## config.mk

```make
export PLATFORM = sky130hd
export DESIGN_NAME = quadrotor_attitude_altitude_mixer_unit_flat
export DESIGN_NICKNAME = d
export VERILOG_FILES = /design/src/sv/qam_pkg.sv /design/src/sv/qam_if.sv /design/src/sv/qam_seq.sv /design/src/sv/quadrotor_attitude_altitude_mixer_unit.sv /design/src/flat_wrapper.sv
export SDC_FILE = /design/constraint.sdc
export NUM_CORES = 2
export LEC_CHECK = 0
export CAP_MARGIN = 20
export CORE_ASPECT_RATIO = 1.2
export CORE_MARGIN = 2
export CORE_UTILIZATION = 40
export CTS_CLUSTER_DIAMETER = 40
export CTS_CLUSTER_SIZE = 12
export DETAILED_ROUTE_END_ITERATION = 12
export DONT_BUFFER_PORTS = 1
export GPL_ROUTABILITY_DRIVEN = 1
export PLACE_DENSITY = 0.53
export SLEW_MARGIN = 20
export SYNTH_ARGS = -nofsm -noshare
export SYNTH_HDL_FRONTEND = slang
export SYNTH_SLANG_ARGS = --single-unit
```

## constraint.sdc

```tcl
create_clock -name clk -period 16.42 [get_ports clk]
set_input_delay 0.821 -clock clk [delete_from_list [all_inputs] [get_ports clk]]
set_output_delay 0.821 -clock clk [all_outputs]
set_load 0.05 [all_outputs]
```

## src/sv/qam_pkg.sv

```systemverilog
// shared types, constants and helpers of the quadrotor attitude and altitude mixer
package qam_pkg;

	localparam int IDX_W = 3;

	typedef enum logic [IDX_W-1:0] {
		REG_ROLL_GAIN  = 3'd0,
		REG_PITCH_GAIN = 3'd1,
		REG_ALT_GAIN   = 3'd2,
		REG_HOVER      = 3'd3,
		REG_OFFSET     = 3'd4
	} reg_idx_t;

	typedef enum logic [2:0] {
		KEY_UP         = 3'd0,
		KEY_DOWN       = 3'd1,
		KEY_RIGHT      = 3'd2,
		KEY_LEFT       = 3'd3,
		KEY_SHIFT_RIGHT = 3'd4,
		KEY_SHIFT_LEFT = 3'd5,
		KEY_SHIFT_UP   = 3'd6,
		KEY_SHIFT_DOWN = 3'd7
	} key_code_t;

	localparam logic [14:0] RESET_ROLL_GAIN  = 15'd3200;
	localparam logic [14:0] RESET_PITCH_GAIN = 15'd1920;
	localparam logic [14:0] RESET_ALT_GAIN   = 15'd768;
	localparam logic [14:0] RESET_HOVER      = 15'd14464;
	localparam logic signed [15:0] RESET_OFFSET = 16'sd154;
	localparam logic signed [15:0] TARGET_RESET = 16'sd256;
	localparam logic signed [15:0] PITCH_PUSH   = 16'sd512;
	localparam logic signed [15:0] YAW_PUSH     = 16'sd333;
	localparam logic signed [15:0] ROLL_PUSH    = 16'sd256;
	localparam logic signed [16:0] HEIGHT_STEP  = 17'sd13;

	// microcode fields
	typedef enum logic [1:0] {A_ROLL, A_PITCH, A_ERR, A_PROD} a_sel_t;
	typedef enum logic [1:0] {B_ERR, B_RGAIN, B_PGAIN, B_AGAIN} b_sel_t;
	typedef enum logic [1:0] {WB_NONE, WB_RT, WB_PT, WB_AT} wb_t;

	typedef logic [2:0] step_t;
	localparam step_t KEY_STEP = 3'd7;

	typedef struct packed {
		a_sel_t a_sel;
		b_sel_t b_sel;
		wb_t    wb;
		logic   key_jump;
		logic   mix;
		logic   key_apply;
		logic   last;
	} uword_t;

	localparam uword_t UW_IDLE = '{a_sel: A_ROLL, b_sel: B_ERR, wb: WB_NONE,
		key_jump: 1'b0, mix: 1'b0, key_apply: 1'b0, last: 1'b0};

	// control program, one word per step
	function automatic uword_t ucode(input step_t s);
		uword_t w;
		w = UW_IDLE;
		unique case (s)
			3'd0: begin
				w.key_jump = 1'b1;
				w.a_sel = A_ROLL;
				w.b_sel = B_RGAIN;
			end
			3'd1: begin
				w.wb = WB_RT;
				w.a_sel = A_PITCH;
				w.b_sel = B_PGAIN;
			end
			3'd2: begin
				w.wb = WB_PT;
				w.a_sel = A_ERR;
				w.b_sel = B_ERR;
			end
			3'd3: begin
				w.a_sel = A_PROD;
				w.b_sel = B_ERR;
			end
			3'd4: begin
				w.a_sel = A_PROD;
				w.b_sel = B_AGAIN;
			end
			3'd5: begin
				w.wb = WB_AT;
			end
			3'd6: begin
				w.mix = 1'b1;
				w.last = 1'b1;
			end
			3'd7: begin
				w.key_apply = 1'b1;
				w.last = 1'b1;
			end
			default: w = UW_IDLE;
		endcase
		return w;
	endfunction

	// clamp to one in Q8.8
	function automatic logic signed [9:0] clamp_unit(input logic signed [17:0] v);
		if (v > 18'sd256)
			return 10'sd256;
		else if (v < -18'sd256)
			return -10'sd256;
		else
			return v[9:0];
	endfunction

	function automatic logic signed [15:0] sat16(input logic signed [20:0] v);
		if (v > 21'sd32767)
			return 16'sh7fff;
		else if (v < -21'sd32768)
			return 16'sh8000;
		else
			return v[15:0];
	endfunction

endpackage

```

## src/sv/qam_if.sv

```systemverilog
// sensor and motor channel interfaces
interface qam_sensor_if;
	logic valid;
	logic ready;
	logic cmd;
	logic [2:0] key_code;
	logic signed [15:0] roll_angle;
	logic signed [15:0] pitch_angle;
	logic signed [15:0] height;
	logic signed [15:0] roll_rate;
	logic signed [15:0] pitch_rate;

	modport source(output valid, cmd, key_code, roll_angle, pitch_angle, height,
		roll_rate, pitch_rate, input ready);
	modport sink(input valid, cmd, key_code, roll_angle, pitch_angle, height,
		roll_rate, pitch_rate, output ready);
endinterface

interface qam_motor_if;
	logic valid;
	logic ready;
	logic signed [15:0] front_right;
	logic signed [15:0] back_right;
	logic signed [15:0] back_left;
	logic signed [15:0] front_left;

	modport source(output valid, front_right, back_right, back_left, front_left,
		input ready);
	modport sink(input valid, front_right, back_right, back_left, front_left,
		output ready);
endinterface

```

## src/sv/qam_seq.sv

```systemverilog
// microcode sequencer: step counter, control store and jump logic
module qam_seq (
	input  logic            clk,
	input  logic            arst_n,
	input  logic            start,
	input  logic            is_key,
	input  logic            hold,
	output logic            busy,
	output qam_pkg::uword_t uw
);
	import qam_pkg::*;

	logic   busy_q;
	step_t  step_q;
	uword_t rom_w;
	logic   stall;

	always_comb begin
		rom_w = ucode(step_q);
		uw    = busy_q ? rom_w : UW_IDLE;
		stall = rom_w.mix && hold;
	end

	assign busy = busy_q;

	always_ff @(posedge clk or negedge arst_n) begin
		if (!arst_n) begin
			busy_q <= 1'b0;
			step_q <= '0;
		end else if (!busy_q) begin
			if (start) begin
				busy_q <= 1'b1;
				step_q <= '0;
			end
		end else if (rom_w.key_jump && is_key) begin
			step_q <= KEY_STEP;
		end else if (rom_w.last) begin
			if (!stall)
				busy_q <= 1'b0;
		end else begin
			step_q <= step_q + 3'd1;
		end
	end

	a_start_idle: assert property (@(posedge clk) disable iff (!arst_n)
		start |-> !busy_q) else $error("item started while program running");
	a_key_step: assert property (@(posedge clk) disable iff (!arst_n)
		(busy_q && step_q == KEY_STEP) |-> is_key)
		else $error("key step reached on a control item");
	a_mix_hold: assert property (@(posedge clk) disable iff (!arst_n)
		(busy_q && rom_w.mix && hold) |=> (busy_q && step_q == $past(step_q)))
		else $error("mix step left while output stalled");

endmodule

```

## src/sv/quadrotor_attitude_altitude_mixer_unit.sv

```systemverilog
// top level of the quadrotor attitude and altitude controller with motor mixer
//
//  channel  | dir | handshake     | carries
//  ---------+-----+---------------+-------------------------------------------
//  sensor   | in  | valid / ready | cmd, key_code, angles, height, rates
//  motor    | out | valid / ready | four saturated motor commands
//  wr_*     | in  | wr_en only    | register index and 16 bit data
//
// a control item runs from accept through seven program steps to the next ready,
// set by five products through one shared multiplier; a key item runs only
// steps 0 and 7 and gives no result
// reset clears the program, the output valid and the pushes, and loads the registers and target with their reset values
// an output stall holds the program at its mix step; a finished result may
// wait in the output register while the next item is accepted and worked on
module quadrotor_attitude_altitude_mixer_unit (
	input  logic                      clk,
	input  logic                      arst_n,
	qam_sensor_if.sink                sensor,
	qam_motor_if.source               motor,
	input  logic                      wr_en,
	input  logic [qam_pkg::IDX_W-1:0] wr_index,
	input  logic [15:0]               wr_data
);
	import qam_pkg::*;

	// configuration registers
	logic [14:0] rg_q, pg_q, ag_q, hv_q;
	logic signed [15:0] off_q;

	// persistent state
	logic signed [15:0] tgt_q, roll_push_q, pitch_push_q, yaw_push_q;

	// latched item
	logic        key_q;
	logic [2:0]  code_q;
	logic signed [9:0]  roll_q, pitch_q, err_q;
	logic signed [15:0] rrate_q, prate_q;

	// datapath
	logic signed [26:0] mul_a;
	logic signed [15:0] mul_b;
	logic signed [42:0] prod, p_q;
	logic signed [42:0] r8_sum, r24_sum;
	logic signed [16:0] rnd8, rnd24;
	logic signed [18:0] rt_q, pt_q;
	logic signed [16:0] at_q;
	logic signed [17:0] err_full;
	logic signed [20:0] t_w, m_fr, m_br, m_bl, m_fl;
	logic signed [16:0] th_up, th_dn;

	// control
	logic   accept, busy, hold, mix_load;
	uword_t uw;

	assign accept       = sensor.valid && sensor.ready;
	assign sensor.ready = !busy;
	// output still full and not taken this cycle
	assign hold         = motor.valid && !motor.ready;
	assign mix_load     = uw.mix && !hold;

	qam_seq u_seq (
		.clk    (clk),
		.arst_n (arst_n),
		.start  (accept),
		.is_key (key_q),
		.hold   (hold),
		.busy   (busy),
		.uw     (uw)
	);

	// configuration writes, out of range indexes are dropped
	always_ff @(posedge clk or negedge arst_n) begin
		if (!arst_n) begin
			rg_q  <= RESET_ROLL_GAIN;
			pg_q  <= RESET_PITCH_GAIN;
			ag_q  <= RESET_ALT_GAIN;
			hv_q  <= RESET_HOVER;
			off_q <= RESET_OFFSET;
		end else if (wr_en) begin
			unique case (wr_index)
				REG_ROLL_GAIN:  rg_q  <= wr_data[14:0];
				REG_PITCH_GAIN: pg_q  <= wr_data[14:0];
				REG_ALT_GAIN:   ag_q  <= wr_data[14:0];
				REG_HOVER:      hv_q  <= wr_data[14:0];
				REG_OFFSET:     off_q <= $signed(wr_data);
				default: ;
			endcase
		end
	end

	// altitude error straight off the item, clamped when latched
	assign err_full = 18'(tgt_q) - 18'(sensor.height) + 18'(off_q);

	always_ff @(posedge clk or negedge arst_n) begin
		if (!arst_n) begin
			key_q <= 1'b0;
		end else if (accept) begin
			key_q <= sensor.cmd;
		end
	end

	always_ff @(posedge clk) begin
		if (accept) begin
			code_q  <= sensor.key_code;
			roll_q  <= clamp_unit(18'(sensor.roll_angle));
			pitch_q <= clamp_unit(18'(sensor.pitch_angle));
			err_q   <= clamp_unit(err_full);
			rrate_q <= sensor.roll_rate;
			prate_q <= sensor.pitch_rate;
		end
	end

	// shared multiplier operand select
	always_comb begin
		case (uw.a_sel)
			A_ROLL:  mul_a = 27'(roll_q);
			A_PITCH: mul_a = 27'(pitch_q);
			A_ERR:   mul_a = 27'(err_q);
			A_PROD:  mul_a = p_q[26:0];
			default: mul_a = '0;
		endcase
		case (uw.b_sel)
			B_ERR:   mul_b = 16'(err_q);
			B_RGAIN: mul_b = $signed({1'b0, rg_q});
			B_PGAIN: mul_b = $signed({1'b0, pg_q});
			B_AGAIN: mul_b = $signed({1'b0, ag_q});
			default: mul_b = '0;
		endcase
	end

	assign prod = 43'(mul_a) * 43'(mul_b);

	// round to nearest, ties upward, by taking the floor after adding half
	assign r8_sum  = p_q + 43'sd128;
	assign r24_sum = p_q + 43'sd8388608;
	assign rnd8    = r8_sum[24:8];
	assign rnd24   = r24_sum[40:24];

	always_ff @(posedge clk) begin
		p_q <= prod;
		case (uw.wb)
			WB_RT: rt_q <= 19'(rnd8) + 19'(rrate_q) + 19'(roll_push_q);
			WB_PT: pt_q <= 19'(rnd8) + 19'(prate_q) + 19'(pitch_push_q);
			WB_AT: at_q <= rnd24;
			default: ;
		endcase
	end

	// mixer
	assign t_w  = $signed(21'(hv_q)) + 21'(at_q);
	assign m_fr = t_w + 21'(rt_q) + 21'(pt_q) + 21'(yaw_push_q);
	assign m_br = t_w + 21'(rt_q) - 21'(pt_q) - 21'(yaw_push_q);
	assign m_bl = t_w - 21'(rt_q) - 21'(pt_q) + 21'(yaw_push_q);
	assign m_fl = t_w - 21'(rt_q) + 21'(pt_q) - 21'(yaw_push_q);

	always_ff @(posedge clk or negedge arst_n) begin
		if (!arst_n) begin
			motor.valid <= 1'b0;
		end else if (mix_load) begin
			motor.valid <= 1'b1;
		end else if (motor.ready) begin
			motor.valid <= 1'b0;
		end
	end

	always_ff @(posedge clk) begin
		if (mix_load) begin
			motor.front_right <= sat16(m_fr);
			motor.back_right  <= sat16(m_br);
			motor.back_left   <= sat16(m_bl);
			motor.front_left  <= sat16(m_fl);
		end
	end

	// key events, target height saturates at the Q8.8 range
	assign th_up = 17'(tgt_q) + HEIGHT_STEP;
	assign th_dn = 17'(tgt_q) - HEIGHT_STEP;

	always_ff @(posedge clk or negedge arst_n) begin
		if (!arst_n) begin
			tgt_q        <= TARGET_RESET;
			roll_push_q  <= '0;
			pitch_push_q <= '0;
			yaw_push_q   <= '0;
		end else if (uw.key_apply) begin
			case (code_q)
				KEY_UP:          pitch_push_q <= -PITCH_PUSH;
				KEY_DOWN:        pitch_push_q <= PITCH_PUSH;
				KEY_RIGHT:       yaw_push_q   <= -YAW_PUSH;
				KEY_LEFT:        yaw_push_q   <= YAW_PUSH;
				KEY_SHIFT_RIGHT: roll_push_q  <= -ROLL_PUSH;
				KEY_SHIFT_LEFT:  roll_push_q  <= ROLL_PUSH;
				KEY_SHIFT_UP:    tgt_q <= (th_up > 17'sd32767) ? 16'sh7fff : th_up[15:0];
				default:         tgt_q <= (th_dn < -17'sd32768) ? 16'sh8000 : th_dn[15:0];
			endcase
		end
	end

	a_out_from_mix: assert property (@(posedge clk) disable iff (!arst_n)
		$rose(motor.valid) |-> $past(mix_load))
		else $error("result appeared without a mix step");
	a_key_no_mix: assert property (@(posedge clk) disable iff (!arst_n)
		uw.mix |-> !key_q) else $error("mix step run for a key item");
	a_out_stable: assert property (@(posedge clk) disable iff (!arst_n)
		(motor.valid && !motor.ready) |=> (motor.valid
		&& $stable(motor.front_right) && $stable(motor.back_right)
		&& $stable(motor.back_left) && $stable(motor.front_left)))
		else $error("waiting motor item changed");

endmodule

```

## src/flat_wrapper.sv

```systemverilog
// flat-port wrapper written by rule: the top's interface ports become plain ports
module quadrotor_attitude_altitude_mixer_unit_flat import qam_pkg::*;
  (clk, arst_n, wr_en, wr_index, wr_data, sensor_valid, sensor_cmd, sensor_key_code, sensor_roll_angle, sensor_pitch_angle, sensor_height, sensor_roll_rate, sensor_pitch_rate, sensor_ready, motor_valid, motor_front_right, motor_back_right, motor_back_left, motor_front_left, motor_ready);
  qam_sensor_if sensor_i ();
  qam_motor_if motor_i ();
  input  logic clk;
  input  logic arst_n;
  input  logic wr_en;
  input  logic [qam_pkg::IDX_W-1:0] wr_index;
  input  logic [15:0] wr_data;
  input wire logic [$bits(sensor_i.valid)-1:0] sensor_valid;
  input wire logic [$bits(sensor_i.cmd)-1:0] sensor_cmd;
  input wire logic [$bits(sensor_i.key_code)-1:0] sensor_key_code;
  input wire logic [$bits(sensor_i.roll_angle)-1:0] sensor_roll_angle;
  input wire logic [$bits(sensor_i.pitch_angle)-1:0] sensor_pitch_angle;
  input wire logic [$bits(sensor_i.height)-1:0] sensor_height;
  input wire logic [$bits(sensor_i.roll_rate)-1:0] sensor_roll_rate;
  input wire logic [$bits(sensor_i.pitch_rate)-1:0] sensor_pitch_rate;
  output wire logic [$bits(sensor_i.ready)-1:0] sensor_ready;
  output wire logic [$bits(motor_i.valid)-1:0] motor_valid;
  output wire logic [$bits(motor_i.front_right)-1:0] motor_front_right;
  output wire logic [$bits(motor_i.back_right)-1:0] motor_back_right;
  output wire logic [$bits(motor_i.back_left)-1:0] motor_back_left;
  output wire logic [$bits(motor_i.front_left)-1:0] motor_front_left;
  input wire logic [$bits(motor_i.ready)-1:0] motor_ready;
  assign sensor_i.valid = sensor_valid;
  assign sensor_i.cmd = sensor_cmd;
  assign sensor_i.key_code = sensor_key_code;
  assign sensor_i.roll_angle = sensor_roll_angle;
  assign sensor_i.pitch_angle = sensor_pitch_angle;
  assign sensor_i.height = sensor_height;
  assign sensor_i.roll_rate = sensor_roll_rate;
  assign sensor_i.pitch_rate = sensor_pitch_rate;
  assign sensor_ready = sensor_i.ready;
  assign motor_valid = motor_i.valid;
  assign motor_front_right = motor_i.front_right;
  assign motor_back_right = motor_i.back_right;
  assign motor_back_left = motor_i.back_left;
  assign motor_front_left = motor_i.front_left;
  assign motor_i.ready = motor_ready;
  quadrotor_attitude_altitude_mixer_unit u_core (.clk(clk), .arst_n(arst_n), .sensor(sensor_i), .motor(motor_i), .wr_en(wr_en), .wr_index(wr_index), .wr_data(wr_data));
endmodule
```

==> reports/summary.txt <==
DR vias - 29143
Cts-stage hold buffer count - 4
# nets final - 5172
Worst-Margin Slew - 1.05 ns
CTS tree - built
Worst EP required - 16.95 ns
Sequential share of the synthesized area - 0.226
Hpwl dp - 94700 µm
Clock latency on the worst-skew pair - 0.65 ns
Highest Clock Rate - 0.105 GHz
Finished Cell Area - 43900 µm²
Gr usage total - 0.235
Initial antenna violation count - 1
Die Y - 350 µm
Syn Inst Count - 4223
Layout cells sized above 1 - 0.0840
Worst r2r path cells - 27
DRT iter0 DRCs - 1513
Clock tree root buffer cell - clkbuf_16
Area delta synth->final - 10.4%
Post-Route Setup TNS - 0 ns
Final min period - 9.52 ns
Post-CTS Setup Bufs - 0
CP Data Arrival Time - 10.05 ns
Crit Path Class - flip-flop to flip-flop
R2R Setup Slk - 6.90 ns
Final Setup Violations - 0
Reg-to-Reg Start - u_core.u_seq.step_q[0]
Max Root-Sink Buffers - 3
Final core occ - 0.446
Remaining antenna violation count - 0
Vias in the first global route - 30590
Ys flop type - edfxtp_1
Mapped Avg Cell Area - 9.42 µm²
Critical path startpoint category - flip-flop
Netlist Area Pre-Place - 39800 µm²
Status - finished, final reports clean
IO Port Bufs - 0
Die area - 102000 µm²
Drt pass-1 iters - 8
Slew margin rel. - 0.299
Starting density of the core - 0.404
N_diodes - 0
RSZ-0062 raised after global routing - no
# DRC - 0
Final WL - 118000 µm
Pin count of the biggest net entering global routing - 88
Cell taking the most area after synthesis - fa_1
Routed wire length per instance - 21.3 µm
Number of I/O pins - 174
Final Hold Viols - 0
Resize count post-CTS - 0
Top-area cell type share of the netlist area - 0.262
Global-route wire length before repair - 182000 µm
Tcrit/Tclk final - 0.580
Hold WC Path Type - input port to asynchronous set/reset pin
Die X - 292 µm
Yosys Warn Count - 0
Netlist cell types - 96
WHS - 0.0439 ns
Routability congestion estimate - 0.903
Endpoint type of the worst setup path - flip-flop
Sink Count - 330
Core ar. - 98500 µm²
Async S/R FF share, synth - 0.318
DP Area - 41300 µm²
FF-to-FF End - u_core.p_q[40]
Post-synth EDFFs - 184
Via/cell ratio - 5.24
Worst-path fanout max - 21
H-Tree Depth - 3
Max Cap Viol - 0
Max-slew violations - 0
Rows - 126
Clk slew on worst S/H paths - 0.05 ns
Clk_skew - 0.0497 ns
Num CTS Buffers - 69
Mapped Nets - 5166
Grt total ovfl - 0
Top post-synthesis cells by area - fa_1 26%, edfxtp_1 14%, ha_1 9.9%
Number of synthesized register bits - 330
==> cell type report <==
cell class / count / area, µm²
Multi-Input combinational cell: 3012 / 27600
Tap cell: 1280 / 1600
Fill cell: 9611 / 54600
Timing Repair Buffer: 44 / 378
Sequential cell: 330 / 9000
Inverter: 772 / 2900
Clock buffer: 78 / 1830
Clock inverter: 50 / 648
==> routing by layer <==
layer  global-route usage  share of wire  vias up
li1                     -              -    13769
met2                0.429           0.52      641
met4               0.0950          0.040        0
met1                0.279           0.40    14541
met3               0.0303          0.039      192
met5                    0              0        -
==> worst max-delay path by stage <==
| stage | start | to | slack, ns | depth (start not counted) |
|---|---|---|---|---|
| after floorplan | u_core.u_seq.step_q[0] | u_core.p_q[40] | 8.58 | 30 |
| after global placement | u_core.u_seq.step_q[0] | u_core.p_q[40] | 6.79 | 28 |
| after detailed placement | u_core.u_seq.step_q[0] | u_core.p_q[40] | 6.63 | 28 |
| after CTS | u_core.u_seq.step_q[0] | u_core.p_q[40] | 6.61 | 28 |
| after global routing | u_core.u_seq.step_q[0] | u_core.p_q[40] | 6.47 | 29 |
| final | u_core.u_seq.step_q[0] | u_core.p_q[40] | 6.90 | 27 |
==> layout by cell type (no fill, tap or decap), types with 14 or more instances in the layout <==
master,instances
nand3_1,62
mux2i_1,41
nor2_1,339
nor2b_1,41
nand2_1,405
o21a_1,44
fa_1,521
inv_1,768
edfxtp_1,184
and3_1,22
o21ai_2,22
clkbuf_16,71
o21ai_0,150
mux2_2,76
nand4_1,30
nand2b_1,29
a21o_1,82
and2_1,28
or2_2,15
dfstp_2,18
a31oi_1,28
o21bai_1,27
o211ai_1,14
buf_4,39
dfrtp_1,86
a211oi_1,23
xor2_1,66
o21ai_1,35
ha_1,314
or3_1,19
dfxtp_1,41
nor3_1,66
a21oi_1,165
xnor2_1,165
==> cell usage after synthesis, drive strengths merged (8+ instances only) <==
master   count
nor2b       43
o2111ai      8
nand2b      29
o211ai      15
clkbuf      87
inv        771
fa         521
o21bai      27
xor2        66
dfrtp       87
a21oi      177
o31ai       17
nand2      406
or4         13
a21o        85
xnor2      167
nand3       62
edfxtp     184
nand4       30
mux2i       45
dfstp       18
ha         314
o21a        44
a211oi      27
dfxtp       41
nor2       341
and2        28
buf         22
nor4        13
nor3        70
and3        22
o41ai       10
o21ai      207
a31oi       30
mux2        78
or2         16
or3         19
==> worst max-delay path: stages, from the launching register on <==
cell	delay, ns
dfrtp_1	0.39
inv_1	0.09
ha_1	0.28
or3_1	0.39
nand3_1	0.60
o21ai_0	0.34
mux2i_1	0.79
nor2_1	0.14
fa_1	0.57
inv_1	0.06
fa_1	0.56
fa_1	0.43
fa_1	0.49
inv_1	0.05
fa_1	0.52
inv_1	0.05
fa_1	0.52
inv_1	0.04
ha_1	0.35
inv_1	0.09
a311oi_1	0.33
o21ai_0	0.35
a31oi_1	0.57
a21oi_1	0.29
o21a_1	0.32
o31ai_1	0.45
o41ai_1	0.15
xnor2_1	0.13
==> logic make-up (layout without fill, tap and decap cells) <==
kind of cell | after synthesis | after routing | share of synthesized area
AOI/OAI and AO/OA | 708 | 708 | 0.117
muxes | 126 | 126 | 0.0351
and+or+nand+nor | 1110 | 1110 | 0.125
buffers and inverters | 881 | 944 | 0.0845
adders and majority gates | 835 | 835 | 0.361
DFF | 330 | 330 | 0.226
xor gates and xnor gates | 233 | 233 | 0.0517
==> through the flow <==
| stage | worst slack, ns | cells |
|---|---|---|
| detailed placement | 6.63 | 5433 |
| global placement | 6.79 | 5433 |
| global route | 6.47 | 5566 |
| floorplan | 8.58 | 4223 |
| CTS | 6.61 | 5565 |
| finish | 6.90 | 5566 |
==> sequential cells by signal (all words and copies together) (netlist names), 2 cells and up <==
| signal | cells |
|---|---|
| u_core.p_q | 41 |
| u_core.pt_q | 19 |
| u_core.rt_q | 19 |
| u_core.at_q | 17 |
| u_core.motor.back_left | 16 |
| u_core.motor.back_right | 16 |
| u_core.motor.front_left | 16 |
| u_core.motor.front_right | 16 |
| u_core.off_q | 16 |
| u_core.prate_q | 16 |
| u_core.rrate_q | 16 |
| u_core.tgt_q | 16 |
| u_core.ag_q | 15 |
| u_core.hv_q | 15 |
| u_core.pg_q | 15 |
| u_core.rg_q | 15 |
| u_core.err_q | 10 |
| u_core.pitch_q | 10 |
| u_core.roll_q | 10 |
| u_core.code_q | 3 |
| u_core.u_seq.step_q | 3 |
| u_core.yaw_push_q | 3 |
| u_core.pitch_push_q | 2 |
| u_core.roll_push_q | 2 |
Power is left out: the tool's default activity adds up to more than one toggle a clock period on the data nets, which glitch-free logic cannot reach.
